===== config.mk =====
export PLATFORM = sky130hd
export DESIGN_NAME = ps2_mouse_packet_cursor
export DESIGN_NICKNAME = d
export VERILOG_FILES = /design/src/sv/ps2mc_pkg.sv /design/src/sv/ps2_mouse_packet_cursor.sv
export SDC_FILE = /design/constraint.sdc
export NUM_CORES = 1
export LEC_CHECK = 0
export BUFFER_PORTS_ARGS = -buffer_cell sky130_fd_sc_hd__buf_4
export CORE_MARGIN = 2
export CORE_UTILIZATION = 47
export DETAILED_ROUTE_END_ITERATION = 10
export GPL_TIMING_DRIVEN = 0
export PLACE_DENSITY = 0.7
export RECOVER_POWER = 50
export SYNTH_ARGS = -nofsm -noshare
export SYNTH_HDL_FRONTEND = slang
export SYNTH_SLANG_ARGS = --single-unit

===== constraint.sdc =====
create_clock -name clk -period 5.8 [get_ports clk]
set_clock_uncertainty 0.05 [all_clocks]
set_input_delay 1.16 -clock clk [delete_from_list [all_inputs] [get_ports clk]]
set_output_delay 1.16 -clock clk [all_outputs]
set_load 0.1 [all_outputs]

===== src/sv/ps2mc_pkg.sv =====
// Shared types and constants for the PS/2 mouse packet cursor block.
`timescale 1ns / 1ps

package ps2mc_pkg;

  localparam int REG_BITS = 13;

  typedef enum logic {
    REG_HSIZE = 1'b0,
    REG_VSIZE = 1'b1
  } reg_index_t;

  localparam logic [REG_BITS-1:0] SCREEN_W_RST = 13'd1024;
  localparam logic [REG_BITS-1:0] SCREEN_H_RST = 13'd768;

  // Header byte bit positions.
  localparam int HDR_ALWAYS_ONE = 3;
  localparam int HDR_X_SIGN     = 4;
  localparam int HDR_Y_SIGN     = 5;

  // Position of a byte within a packet.
  localparam logic [1:0] IDX_HEADER = 2'd0;
  localparam logic [1:0] IDX_X_MOVE = 2'd1;
  localparam logic [1:0] IDX_Y_MOVE = 2'd2;

endpackage


===== src/sv/ps2_mouse_packet_cursor.sv =====
// PS/2 mouse packet decoder that moves a cursor clamped to the configured screen.
//
//   channel  direction  handshake           payload
//   in       sink       in_valid/in_stall   data_byte, from_aux
//   out      source     out_valid/out_stall cursor_x, cursor_y, button_bits, delta_x, delta_y
//   cfg      sink       cfg_we              cfg_index, cfg_data
//
// A byte beat is registered, decoded in the following cycle and its result, if any,
// lands in the output register.
// One byte is taken every cycle; the only limit is the single output register.
// A stalled result holds the decode stage only when that stage also has a result to give.
// Reset sets the screen to 1024 by 768, centers the cursor and restarts packet gathering.
`timescale 1ns / 1ps

module ps2_mouse_packet_cursor
  import ps2mc_pkg::*;
#(
  parameter int COORD_BITS = 12
) (
  input  logic                         clk,
  input  logic                         rst,
  input  logic                         in_valid,
  output logic                         in_stall,
  input  logic [7:0]                   data_byte,
  input  logic                         from_aux,
  output logic                         out_valid,
  input  logic                         out_stall,
  output logic [COORD_BITS-1:0]        cursor_x,
  output logic [COORD_BITS-1:0]        cursor_y,
  output logic [2:0]                   button_bits,
  output logic signed [8:0]            delta_x,
  output logic signed [9:0]            delta_y,
  input  logic                         cfg_we,
  input  logic                         cfg_index,
  input  logic [REG_BITS-1:0]          cfg_data
);

  localparam int W = ((COORD_BITS > REG_BITS) ? COORD_BITS : REG_BITS) + 2;
  localparam logic [W-1:0] SPAN = W'(1) << COORD_BITS;
  localparam logic [COORD_BITS-1:0] POS_X_RST = COORD_BITS'(SCREEN_W_RST / 2);
  localparam logic [COORD_BITS-1:0] POS_Y_RST = COORD_BITS'(SCREEN_H_RST / 2);

  function automatic logic [COORD_BITS-1:0] clamp_axis(
    input logic [COORD_BITS-1:0] pos,
    input logic signed [9:0]     delta,
    input logic [REG_BITS-1:0]   size
  );
    logic [W-1:0]        lim;
    logic signed [W-1:0] v;
    lim = (size == '0) ? W'(1) : W'(size);
    if (lim > SPAN) begin
      lim = SPAN;
    end
    v = signed'(W'(pos)) + W'(delta);
    if (v < 0) begin
      v = '0;
    end else if (unsigned'(v) >= lim) begin
      v = signed'(lim - W'(1));
    end
    return COORD_BITS'(v);
  endfunction

  logic [REG_BITS-1:0]   hsize;
  logic [REG_BITS-1:0]   vsize;
  logic [1:0]            byte_index;
  logic [7:0]            header_byte;
  logic [7:0]            x_move_byte;
  logic [COORD_BITS-1:0] pos_x;
  logic [COORD_BITS-1:0] pos_y;

  logic       s1_valid;
  logic [7:0] s1_byte;
  logic       s1_aux;

  logic                  s1_emit;
  logic                  s1_go;
  logic signed [8:0]     dx_next;
  logic signed [9:0]     dy_next;
  logic [COORD_BITS-1:0] pos_x_next;
  logic [COORD_BITS-1:0] pos_y_next;

  // The decode stage gives a result on the third byte of a packet with a good header.
  assign s1_emit = s1_aux && (byte_index != IDX_HEADER) && (byte_index != IDX_X_MOVE) &&
                   header_byte[HDR_ALWAYS_ONE];
  assign s1_go    = !s1_emit || !out_valid || !out_stall;
  assign in_stall = s1_valid && !s1_go;

  always_comb begin
    dx_next = signed'({header_byte[HDR_X_SIGN], x_move_byte});
    dy_next = -signed'({2'b00, s1_byte});
    if (header_byte[HDR_Y_SIGN]) begin
      dy_next = dy_next + 10'sd256;
    end
    pos_x_next = clamp_axis(pos_x, 10'(dx_next), hsize);
    pos_y_next = clamp_axis(pos_y, dy_next, vsize);
  end

  always_ff @(posedge clk) begin
    if (rst) begin
      hsize <= SCREEN_W_RST;
      vsize <= SCREEN_H_RST;
    end else if (cfg_we) begin
      case (reg_index_t'(cfg_index))
        REG_HSIZE: hsize <= cfg_data;
        REG_VSIZE: vsize <= cfg_data;
        default: ;
      endcase
    end
  end

  always_ff @(posedge clk) begin
    if (rst) begin
      s1_valid <= 1'b0;
    end else if (!in_stall) begin
      s1_valid <= in_valid;
    end
    if (!in_stall) begin
      s1_byte <= data_byte;
      s1_aux  <= from_aux;
    end
  end

  always_ff @(posedge clk) begin
    if (rst) begin
      byte_index  <= IDX_HEADER;
      header_byte <= '0;
      x_move_byte <= '0;
      pos_x       <= POS_X_RST;
      pos_y       <= POS_Y_RST;
    end else if (s1_valid && s1_go && s1_aux) begin
      case (byte_index)
        IDX_HEADER: begin
          header_byte <= s1_byte;
          byte_index  <= IDX_X_MOVE;
        end
        IDX_X_MOVE: begin
          x_move_byte <= s1_byte;
          byte_index  <= IDX_Y_MOVE;
        end
        default: begin
          byte_index <= IDX_HEADER;
          if (s1_emit) begin
            pos_x <= pos_x_next;
            pos_y <= pos_y_next;
          end
        end
      endcase
    end
  end

  always_ff @(posedge clk) begin
    if (rst) begin
      out_valid <= 1'b0;
    end else if (s1_valid && s1_go && s1_emit) begin
      out_valid <= 1'b1;
    end else if (!out_stall) begin
      out_valid <= 1'b0;
    end
    if (s1_valid && s1_go && s1_emit) begin
      cursor_x    <= pos_x_next;
      cursor_y    <= pos_y_next;
      button_bits <= header_byte[2:0];
      delta_x     <= dx_next;
      delta_y     <= dy_next;
    end
  end

`ifndef SYNTH
  a_emit_lands: assert property (@(posedge clk) disable iff (rst)
    (s1_valid && s1_go && s1_emit) |=> out_valid)
    else $error("decoded result did not reach the output register");

  a_cursor_tracks: assert property (@(posedge clk) disable iff (rst)
    out_valid |-> (cursor_x == pos_x) && (cursor_y == pos_y))
    else $error("output cursor differs from the kept cursor");

  a_stall_cause: assert property (@(posedge clk) disable iff (rst)
    in_stall |-> (s1_valid && s1_emit && out_valid && out_stall))
    else $error("input stalled without a blocked result");

  a_index_range: assert property (@(posedge clk) disable iff (rst)
    (s1_valid && s1_aux) |-> (byte_index != 2'd3))
    else $error("packet byte index out of range");
`endif

endmodule

==> summary.txt, run 1 <==
Outcome
  • Status: finished, final reports clean

STA
  • Minimum clock period: about 5400 ps
  • Max_slew headroom: ~18%
  • Total negative slack: 0 ps
  • Final worst path period share: between 90% and 100%
  • Worst setup margin: about 400 ps
  • RSZ-0062 raised after global routing: false
  • Final number of setup-violating endpoints: 0
  • Final hold violations: 0
  • Max Freq: about 190 MHz
  • Worst-Margin Slew: 1219 ps
  • Final slew viol count: 0

Yosys
  • Sequential-to-total area share from yosys stat: 43.53%
  • Area contributors post-synth: edfxtp_1 (24%), dfxtp_1 (20%), ha_1 (9.9%)
  • Async set-reset flop share out of synthesis: 0%
  • Average cell area after synthesis: approximately 9.1 sq um
  • Post-synth top area share: between 20% and 30%
  • Yosys reg bits: approximately 120
  • Synth Net Count: 845
  • Most common cell in the netlist: nand2_1
  • Ys flop type: dfxtp_1
  • Post-synth EDFFs: 55
  • Synthesized cell area: ~6900 sq um
  • Post-synth top area cell: edfxtp_1
  • Yosys cell types: 66
  • Cells after synthesis: 760
  • Synth warnings: 0
  • Most frequent cells after synthesis: nand2_1 (144), nor2_1 (75), dfxtp_1 (68)

Final layout
  • Post-Route Utilization: between 50% and 60%
  • N_diodes: 0
  • Fill cells: between 1000 and 1500
  • Register area: between 3000 and 4000 sq um
  • Nets: 940
  • Syn-to-layout area delta: 18.84%
  • Layout cell share with drive strength beyond 1: between 10% and 20%
  • Multi-input gate area: ~3700 sq um

Routing
  • Routed WL per cell: roughly 16 um
  • DRC Markers: 0
  • DRT antenna net count: 0
  • Iter 0 DRT Violations: about 480
  • Via count: 5761
  • Drt total wl: 16690 um
  • TritonRoute pass-1 iters: 8
  • Vias per cell: ~5.5

Placement
  • Port bufs: 75
  • Post-place setup slack: ~370 ps
  • Gpl congestion: between 0.8 and 0.9
  • Hpwl dp: around 13000 um

Setup path
  • CP most frequent cell: ha_1
  • Crit-path slowest cell: edfxtp_1
  • Worst stage delay on the critical path: 520 ps
  • CP top delay family: compound AO/OA/AOI/OAI gates
  • CP cell instances: inv_1 > ha_1 > nand2_1 > xor2_1 > ha_1 > and2_1 > o21ai_0 > a41oi_2 > o2111ai_1 > or3b_2 > ha_1 > and4_1 > a2111oi_0 > nor2_1 > a311oi_2 > buf_4 > mux2i_1 > nor2_1
  • CP Buf/Inv Count: 2
  • CP Max Fanout: 10
  • R2r setup slk: approximately 410 ps
  • Critical path depth: 18
  • Critical Path AT: approximately 5500 ps
  • Reg2reg path depth: 18
  • Origin of the critical flop-to-flop path: s1_byte[0]
  • Critical Path RT: approximately 6000 ps
  • CP Launch Type: flop
  • Worst Setup EP: cursor_y[6]
  • CP startpoint: s1_byte[0]
  • Crit Path Class: flop to flop
  • R2r endpoint: cursor_y[6]
  • Crit. End Element: flop

GRT
  • Vias in the first global route: ~5400
  • Initial antenna violation count: 0
  • Largest net degree at the start of global routing: 26
  • Grt ovf: 0
  • All-layer global routing usage: around 22%
  • First-pass GRT wire length: 27140 um

Floorplan
  • Num ports: 76
  • Die H: about 130 um
  • Placement row count: 44
  • Die area: ~16000 sq um
  • Die W: 125.4 um
  • Starting Density: ~48%
  • CORE AREA: between 10000 and 15000 sq um

Power
  • Pleak: about 3.3 nW
  • Power after layout: roughly 2.4 mW
  • VDD IR max: 0.0002296 V
  • Cell Pwr Density: around 290 nW/um^2

Clocking
  • Post-CTS Hold Buffers: 0
  • Post-CTS setup buffer count: 0
  • CTS Sinks: about 120
  • Number of buffers created by CTS: 17
  • Clock root buffer master: clkbuf_16
  • Clk slew on worst S/H paths: 60 ps
  • CTS tree: built
  • Clk Latency, worst-skew pair: approximately 430 ps
  • Htree depth: 4
  • # resized after CTS: 0
  • CTS Buffer Depth: 2

Job
  • Maxcap violations: 0

Worst hold path
  • Hold Path Class: flop to flop
kinds of logic after synthesis:
logic type,count (synthesis),synth area share [%]
flops,123,43.53
buf+inv,53,3.127
fa+ha+maj,57,10.52
simple gates,296,19.27
mux,31,4.501
xor+xnor,31,3.923
compound gates,169,15.13
state kept, by name, indices dropped and copies added (netlist names):
name	flops
s1_byte	8
s1_valid	1
byte_index	2
cursor_y	12
pos_y	12
delta_x	9
out_valid	1
vsize	13
hsize	13
pos_x	12
x_move_byte	8
button_bits	3
header_byte	6
cursor_x	12
delta_y	10
s1_aux	1
metal layers:
layer | up-vias | track usage, % | wire length, um
li1 | 2914 | - | -
met3 | 31 | 4.236 | 829
met4 | 0 | 9.281 | 389
met5 | - | 0 | 0
met2 | 161 | 32.58 | 7109
met1 | 2655 | 30.81 | 8363
area by class of cell:
| class | instances | share of cell area [%] |
|---|---|---|
| inverter | 25 | 1.141 |
| clock inverter | 13 | 1.734 |
| buffer | 28 | 1.491 |
| timing repair buffer | 76 | 5.674 |
| multi-input combinational | 584 | 45.03 |
| clock buffer | 19 | 5.507 |
| sequential | 123 | 36.63 |
| tap | 184 | 2.799 |
cells in the final DEF, fill, tap and decap left out, drive strengths merged, types with 3 or more instances in the layout:
master	synthesis	final
or3	5	5
inv	24	26
and4	3	3
mux2i	30	30
dfxtp	68	68
clkinv	1	8
clkbuf	20	81
a211oi	5	5
nand2	144	144
a21o	11	11
nor3	12	12
nand4	4	4
or4	3	3
ha	55	55
xnor2	20	20
o31ai	7	7
nor2	75	75
edfxtp	55	55
buf	8	42
a31oi	4	4
o2111ai	3	3
nor4	9	9
nor2b	7	7
o311ai	3	3
and3	3	3
xor2	11	11
o21a	5	5
nand3b	5	5
a2111oi	3	3
nand2b	5	5
and2	4	4
o21ai	47	47
nand3	12	12
a21oi	60	60
report_power, final:
| group | leakage, nW | switching, mW | internal, mW |
|---|---|---|---|
| Clock | 0.290 | 0.411 | 0.657 |
| Sequential | 1.07 | 0.0201 | 0.930 |
| Combinational | 1.98 | 0.201 | 0.141 |
| Total | 3.33 | 0.632 | 1.73 |
metrics by stage:
stage | instance area, sq um | std cells | hold slack, ps
after floorplan | 6922 | 760 | 357.6
after global placement | 7715 | 1019 | 368.9
after detailed placement | 7742 | 1020 | 370.3
after CTS | 8338 | 1052 | 388.7
after global routing | 8225 | 1052 | 403.2
final | 8225 | 1052 | 393.0
worst register-to-register path, stage by stage, from the launching register on:
cell and delay, ps:
edfxtp_1 520, inv_1 110, ha_1 280, nand2_1 100, xor2_1 250, ha_1 340, and2_1 200, o21ai_0 250
a41oi_2 220, o2111ai_1 200, or3b_2 490, ha_1 310, and4_1 200, a2111oi_0 410, nor2_1 100, a311oi_2 410
buf_4 290, mux2i_1 360, nor2_1 70
worst min path at each step:
stage	from	to	slack, ps	depth (start not counted)
after floorplan	header_byte[0]	button_bits[0]	360	0
after global placement	header_byte[1]	button_bits[1]	370	0
after detailed placement	header_byte[1]	button_bits[1]	370	0
after CTS	header_byte[1]	button_bits[1]	390	0
after global routing	header_byte[1]	button_bits[1]	400	0
final	header_byte[1]	button_bits[1]	390	0
No activity file was read; power rests on OpenSTA's default activity.
==> run 2, diff against run 1 <==
--- a/config.mk
+++ b/config.mk
@@ -8,2 +8,3 @@
 export BUFFER_PORTS_ARGS = -buffer_cell sky130_fd_sc_hd__buf_4
+export CORE_ASPECT_RATIO = 0.5
 export CORE_MARGIN = 2
==> constraint.sdc (replaced) <==
create_clock -name clk -period 5.8 [get_ports clk]
set_clock_uncertainty 0.05 [all_clocks]
set_input_delay 0.58 -clock clk [delete_from_list [all_inputs] [get_ports clk]]
set_output_delay 0.58 -clock clk [all_outputs]
set_load 0.1 [all_outputs]
==> summary.txt, run 2 (synthesis gave the netlist of run 1 again) <==
Outcome
  • Status: finished, final reports clean

Floorplan
  • Die H: 89.81 um (-28%)
  • Die area: 15770 sq um (+0.37%)
  • Placement row count: 31 (-30%)
  • Die W: 175.6 um (+40%)
  • Starting Density: 47.97% (+0.17 points)
  • Num ports: 76 (unchanged)
  • CORE AREA: 14430 sq um (-0.35%)

Clocking
  • CTS Sinks: 123 (unchanged)
  • Htree depth: 4 (unchanged)
  • Clk Latency, worst-skew pair: 420 ps (about the same)
  • CTS Buffer Depth: 2 (unchanged)
  • Clock root buffer master: clkbuf_16
  • Clk slew on worst S/H paths: 60 ps (about the same)
  • Number of buffers created by CTS: 17 (unchanged)
  • CTS tree: built
  • Post-CTS setup buffer count: 0 (unchanged)

Placement
  • Post-place setup slack: 334.0 ps (-31.84 ps)
  • Placed cell area: 7752 sq um (+0.13%)
  • Hpwl dp: 12660 um (+1.0%)
  • Port bufs: 75 (unchanged)
  • Gpl congestion: 0.9031 (+2.9%)
  • Inst Count DP: 1034 (+1.4%)

STA
  • Final worst path period share: 93.27% (+0.25 points)
  • Total negative slack: 0 ps (unchanged)
  • Final slew viol count: 0 (unchanged)
  • RSZ-0062 raised after global routing: true
  • Max Freq: 184.9 MHz (-0.27%)
  • Worst-Margin Slew: 1300 ps (+80.75 ps)
  • Minimum clock period: 5409 ps (+14.79 ps)
  • Worst setup margin: 390.6 ps (-14.79 ps)
  • Final hold violations: 0 (unchanged)
  • Final number of setup-violating endpoints: 0 (unchanged)
  • Max_slew headroom: 12.69% (-5.4 points)
  • Worst hold slack: 308.7 ps (-84.31 ps)

Setup path
  • Crit. End Element: flop
  • Crit-path slowest cell: or3b_2
  • CP Buf/Inv Count: 3 (+1)
  • Worst stage delay on the critical path: 520 ps (about the same)
  • CP cell instances: nor4_2 > nand2_1 > nor2_1 > o22a_1 > inv_1 > ha_1 > inv_1 > nor4_1 > a21oi_1 > o311ai_0 > or3b_2 > ha_1 > and4_1 > a2111oi_0 > nor2_1 > a311oi_2 > buf_4 > mux2i_1 > nor2_1
  • Critical Path AT: 5520 ps (about the same)
  • CP Launch Type: flop
  • Critical Path RT: 5910 ps (about the same)
  • Crit Path Class: flop to flop
  • CP top delay family: simple AND/OR/NAND/NOR gates
  • CP most frequent cell: nor2_1
  • CP Max Fanout: 10 (unchanged)

Final layout
  • Multi-input gate area: 3706 sq um (about the same)
  • Post-Layout Cell Count: 1066 (+1.3%)
  • Most common cell after layout, fill and taps aside: nand2_1
  • Syn-to-layout area delta: 18.46%
  • Top Registers: hsize (13), vsize (13)
  • Post-Route Utilization: 56.82% (about the same)
  • Nets: 940 (unchanged)
  • N_diodes: 0 (unchanged)
  • Layout cell share with drive strength beyond 1: 9.562% (-1.5 points)
  • Final Cell Area: 8199 sq um (-0.32%)
  • Fill cells: 1346 (+1.4%)
  • Most frequent cells in the layout: nand2_1 (144), nor2_1 (75), dfxtp_1 (68)
  • Register area: 3013 sq um (unchanged)

Power
  • Power after layout: 2.367 mW (+0.34%)
  • Gate power share: 14.4% (about the same)
  • Clock power share: 45.5% (+0.2 points)
  • Sequential Power Share: 40.1% (-0.2 points)
  • Pleak: 3.281 nW (-1.5%)
  • Net switching power: 623.6 uW (-1.3%)
  • Net Sw Frac: 26.35% (-0.44 points)
  • VDD IR max: 0.0001965 V (-14%)
  • Cell Pwr Density: 288.6 nW/um^2 (+0.66%)
  • Int Power: 1.743 mW (+0.94%)

GRT
  • Initial antenna violation count: 0 (unchanged)
  • Vias in the first global route: 5587 (+3.2%)
  • Largest net degree at the start of global routing: 26 (unchanged)
  • All-layer global routing usage: 21.82% (+0.072 points)
  • Grt ovf: 0 (unchanged)
  • First-pass GRT wire length: 27430 um (+1.1%)

Routing
  • Iter 0 DRT Violations: 349 (-28%)
  • DRT antenna net count: 0 (unchanged)
  • Vias per cell: 5.496 (+0.37%)
  • Drt total wl: 16970 um (+1.6%)
  • Routed WL per cell: 15.91 um (+0.31%)
  • DRC Markers: 0 (unchanged)
  • TritonRoute pass-1 iters: 5 (-3)
  • Via count: 5859 (+1.7%)

Worst hold path
  • Hold Path Class: input pin to flop

Job
  • Maxcap violations: 0 (unchanged)
run 2: metal layers:
| metal | global-route usage, % | part of all wire (%) |
|---|---|---|
| met1 | 30.40 | 49 |
| met2 | 34.45 | 45 |
| met3 | 4.061 | 4.5 |
| met4 | 6.887 | 1.4 |
| met5 | 0 | 0 |
run 2: worst reg2reg max path: stages, from the launching register on:
cell	delay, ps
edfxtp_1	500
nor4_2	440
nand2_1	120
nor2_1	170
o22a_1	270
inv_1	140
ha_1	340
inv_1	150
nor4_1	70
a21oi_1	110
o311ai_0	130
or3b_2	520
ha_1	320
and4_1	210
a2111oi_0	390
nor2_1	90
a311oi_2	400
buf_4	290
mux2i_1	370
nor2_1	70
run 2: final timing paths:
kind             startpoint        endpoint  slack [ps]  cells past startpoint
max              s1_byte[5]     cursor_y[5]         390                     19
min            data_byte[5]      s1_byte[5]         310                      1
max reg2reg      s1_byte[5]     cursor_y[5]         390                     19
min reg2reg  header_byte[2]  button_bits[2]         390                      0
run 2: cell type report:
class                   count  share of cell area [%]
multi-input cells         584                   45.20
flip-flops and latches    123                   36.75
clock buffers              17                   5.188
repair buffers             76                   5.097
well taps                 198                   3.022
clock inverters            15                   2.106
plain buffers              28                   1.496
inverters                  25                   1.145
run 2: power groups by stage:
stage	Combinational [mW]	Sequential, mW	Clock [mW]
global route	0.381	0.952	1.11
CTS	0.339	0.949	1.09
detailed placement	0.336	0.967	0
finish	0.340	0.950	1.08
global placement	0.330	0.967	0
floorplan	0.250	0.960	0
run 2: what timing repair did:
| action | 4_1_cts | 5_1_grt |
|---|---|---|
| gates resized for setup | 0 | 2 |
| hold buffers | 0 | 0 |
| setup endpoints to repair | 0 | 14 |
==> run 3, diff against run 2 <==
- CELL_PAD_IN_SITES_DETAIL_PLACEMENT: default -> 1
- CELL_PAD_IN_SITES_GLOBAL_PLACEMENT: default -> 1
- CORE_UTILIZATION: 47 -> 45
- PLACE_DENSITY: 0.7 -> 0.84
==> summary.txt, run 3 (synthesis gave the netlist of run 1 again) <==
GRT
  • Grt met2 use: 46.93% (+12 points)
  • Vias in the first global route: 6525 (+17%)
  • First-pass GRT wire length: 34430 um (+26%)
  • GR Layer Usage met1: 34.62% (+4.2 points)
  • GRT Max-Usage Layer: met2
  • Grt ovf: 0 (unchanged)
  • All-layer global routing usage: 27.21% (+5.4 points)
  • Largest net degree at the start of global routing: 30 (+15%)
  • Initial antenna violation count: 0 (unchanged)
  • M3 GR Usage: 6.219% (+2.2 points)

Setup path
  • CP Launch Type: flop
  • Critical Path RT: 5920 ps (about the same)
  • Crit Path Class: flop to flop
  • CP Max Fanout: 10 (unchanged)
  • Critical Path AT: 5670 ps (+150 ps)
  • Crit. End Element: flop

Final layout
  • Final Cell Area: 8217 sq um (+0.21%)
  • N_diodes: 0 (unchanged)
  • Nets: 942 (+0.21%)
  • Most frequent cells in the layout: nand2_1 (144), nor2_1 (75), clkbuf_1 (70)
  • Most common cell after layout, fill and taps aside: nand2_1
  • Syn-to-layout area delta: 18.71%
  • Top Registers: hsize (13), vsize (13)
  • Layout cell share with drive strength beyond 1: 9.770% (+0.21 points)

Outcome
  • Status: finished, final reports clean

Job
  • Maxcap violations: 0 (unchanged)

Clocking
  • CTS Sinks: 123 (unchanged)
  • Post-CTS Hold Buffers: 0 (unchanged)
  • CTS Buffer Depth: 2 (unchanged)
  • Htree depth: 4 (unchanged)
  • Clk slew on worst S/H paths: 60 ps (about the same)
  • Clk Latency, worst-skew pair: 430 ps (about the same)
  • CTS tree: built
  • Clock root buffer master: clkbuf_16
  • Number of buffers created by CTS: 17 (unchanged)

STA
  • Final hold violations: 0 (unchanged)
  • Final slew viol count: 0 (unchanged)
  • Minimum clock period: 5556 ps (+146.1 ps)
  • Max Freq: 180.0 MHz (-2.6%)
  • Worst-Margin Slew: 1345 ps (+45.76 ps)
  • Total negative slack: 0 ps (unchanged)
  • Final worst path period share: 95.78% (+2.5 points)
  • Max_slew headroom: 9.615% (-3.1 points)
  • Final number of setup-violating endpoints: 0 (unchanged)

Power
  • Cell Pwr Density: 297.3 nW/um^2 (+3.0%)
  • Pleak: 3.277 nW (-0.14%)
  • VDD IR max: 0.0002240 V (+14%)

Placement
  • Gpl congestion: 0.9015 (-0.18%)
  • Placed cell area: 7752 sq um (unchanged)
  • Port bufs: 75 (unchanged)
  • Hpwl dp: 14710 um (+16%)

Floorplan
  • CORE AREA: 14740 sq um (+2.2%)
  • Die H: 91.70 um (+2.1%)
  • Starting Density: 46.96% (-1.0 points)
  • Die W: 179.4 um (+2.1%)
  • Die area: 16450 sq um (+4.3%)
  • Placement row count: 31 (unchanged)
  • Num ports: 76 (unchanged)

Routing
  • DRT antenna net count: 0 (unchanged)
  • Iter 0 DRT Violations: 363 (+4.0%)
  • Routed WL per cell: 20.32 um (+28%)
  • Vias per cell: 5.748 (+4.6%)
  • Via count: 6139 (+4.8%)
  • TritonRoute pass-1 iters: 4 (-1)
  • DRC Markers: 0 (unchanged)
  • Drt total wl: 21700 um (+28%)

Worst hold path
  • Hold Path Class: input pin to flop
run 3: cell count changes in the layout (fill, tap and decap cells not counted), moves of 2 or more:
| cell | before | now |
|---|---|---|
| clkinv_1 | 3 | 1 |
| mux2i_1 | 30 | 26 |
| clkbuf_1 | 64 | 70 |
| nor4_2 | 3 | 1 |
| clkinv_2 | 2 | 5 |
| mux2i_2 | 0 | 4 |
| clkinvlp_4 | 4 | 2 |
| buf_4 | 23 | 21 |
run 3: where the power goes:
part           switching, mW  internal [mW]  total, mW
clock                  0.425          0.685       1.11
combinational          0.228          0.153      0.380
sequential            0.0229          0.929      0.952
run 3: worst max-delay path, cell delays in order (launching register included):
cell and delay, ps:
edfxtp_1 520, inv_1 100, ha_2 270, nand2_1 110, xor2_1 250, ha_1 350, and2_1 200, o21ai_0 280
a41oi_2 220, o2111ai_1 210, or3b_2 490, ha_1 320, and4_1 230, a2111oi_1 480, nor2_1 120, a311oi_2 340
buf_4 320, mux2i_2 360, nor2_1 80
run 3: per-layer routing:
metal  up-vias  share of wire, %
met5         -                 0
met2       152                49
met3        29               4.5
li1       2909                 -
met1      3049                45
met4         0               1.5
run 3: area by class of cell:
type / count / area, sq um
inverters: 25 / 93.84
multi-input cells: 584 / 3727
well taps: 198 / 247.7
repair buffers: 78 / 417.9
fillers: 1738 / 6523
clock inverters: 12 / 147.6
clock buffers: 20 / 446.7
flip-flops and latches: 123 / 3013
plain buffers: 28 / 122.6
run 3: per-stage QoR:
step	setup slack, ps	hold slack [ps]	total power [mW]	cells	utilization (%)
4_1_cts	130.4	274.0	2.419	1066	56.63
5_1_grt	-131.5	293.4	2.519	1068	55.75
6_report	244.5	298.3	2.443	1068	55.75
2_1_floorplan	1101	357.6	1.210	760	-
3_3_place_gp	416.3	364.3	1.300	1033	52.46
3_5_place_dp	345.8	373.6	1.312	1034	52.60
run 3: timing repair:
action,in CTS,in global routing
setup buffers,0,2
setup endpoints to repair,0,21
resized for setup,0,8
run 3: worst paths after layout:
check / depth (start not counted) / from / endpoint / slack (ps)
max reg2reg: 18 / s1_byte[0] / cursor_y[4] / 240
min: 1 / data_byte[2] / s1_byte[2] / 300
max: 18 / s1_byte[0] / cursor_y[4] / 240
min reg2reg: 0 / header_byte[1] / button_bits[1] / 400
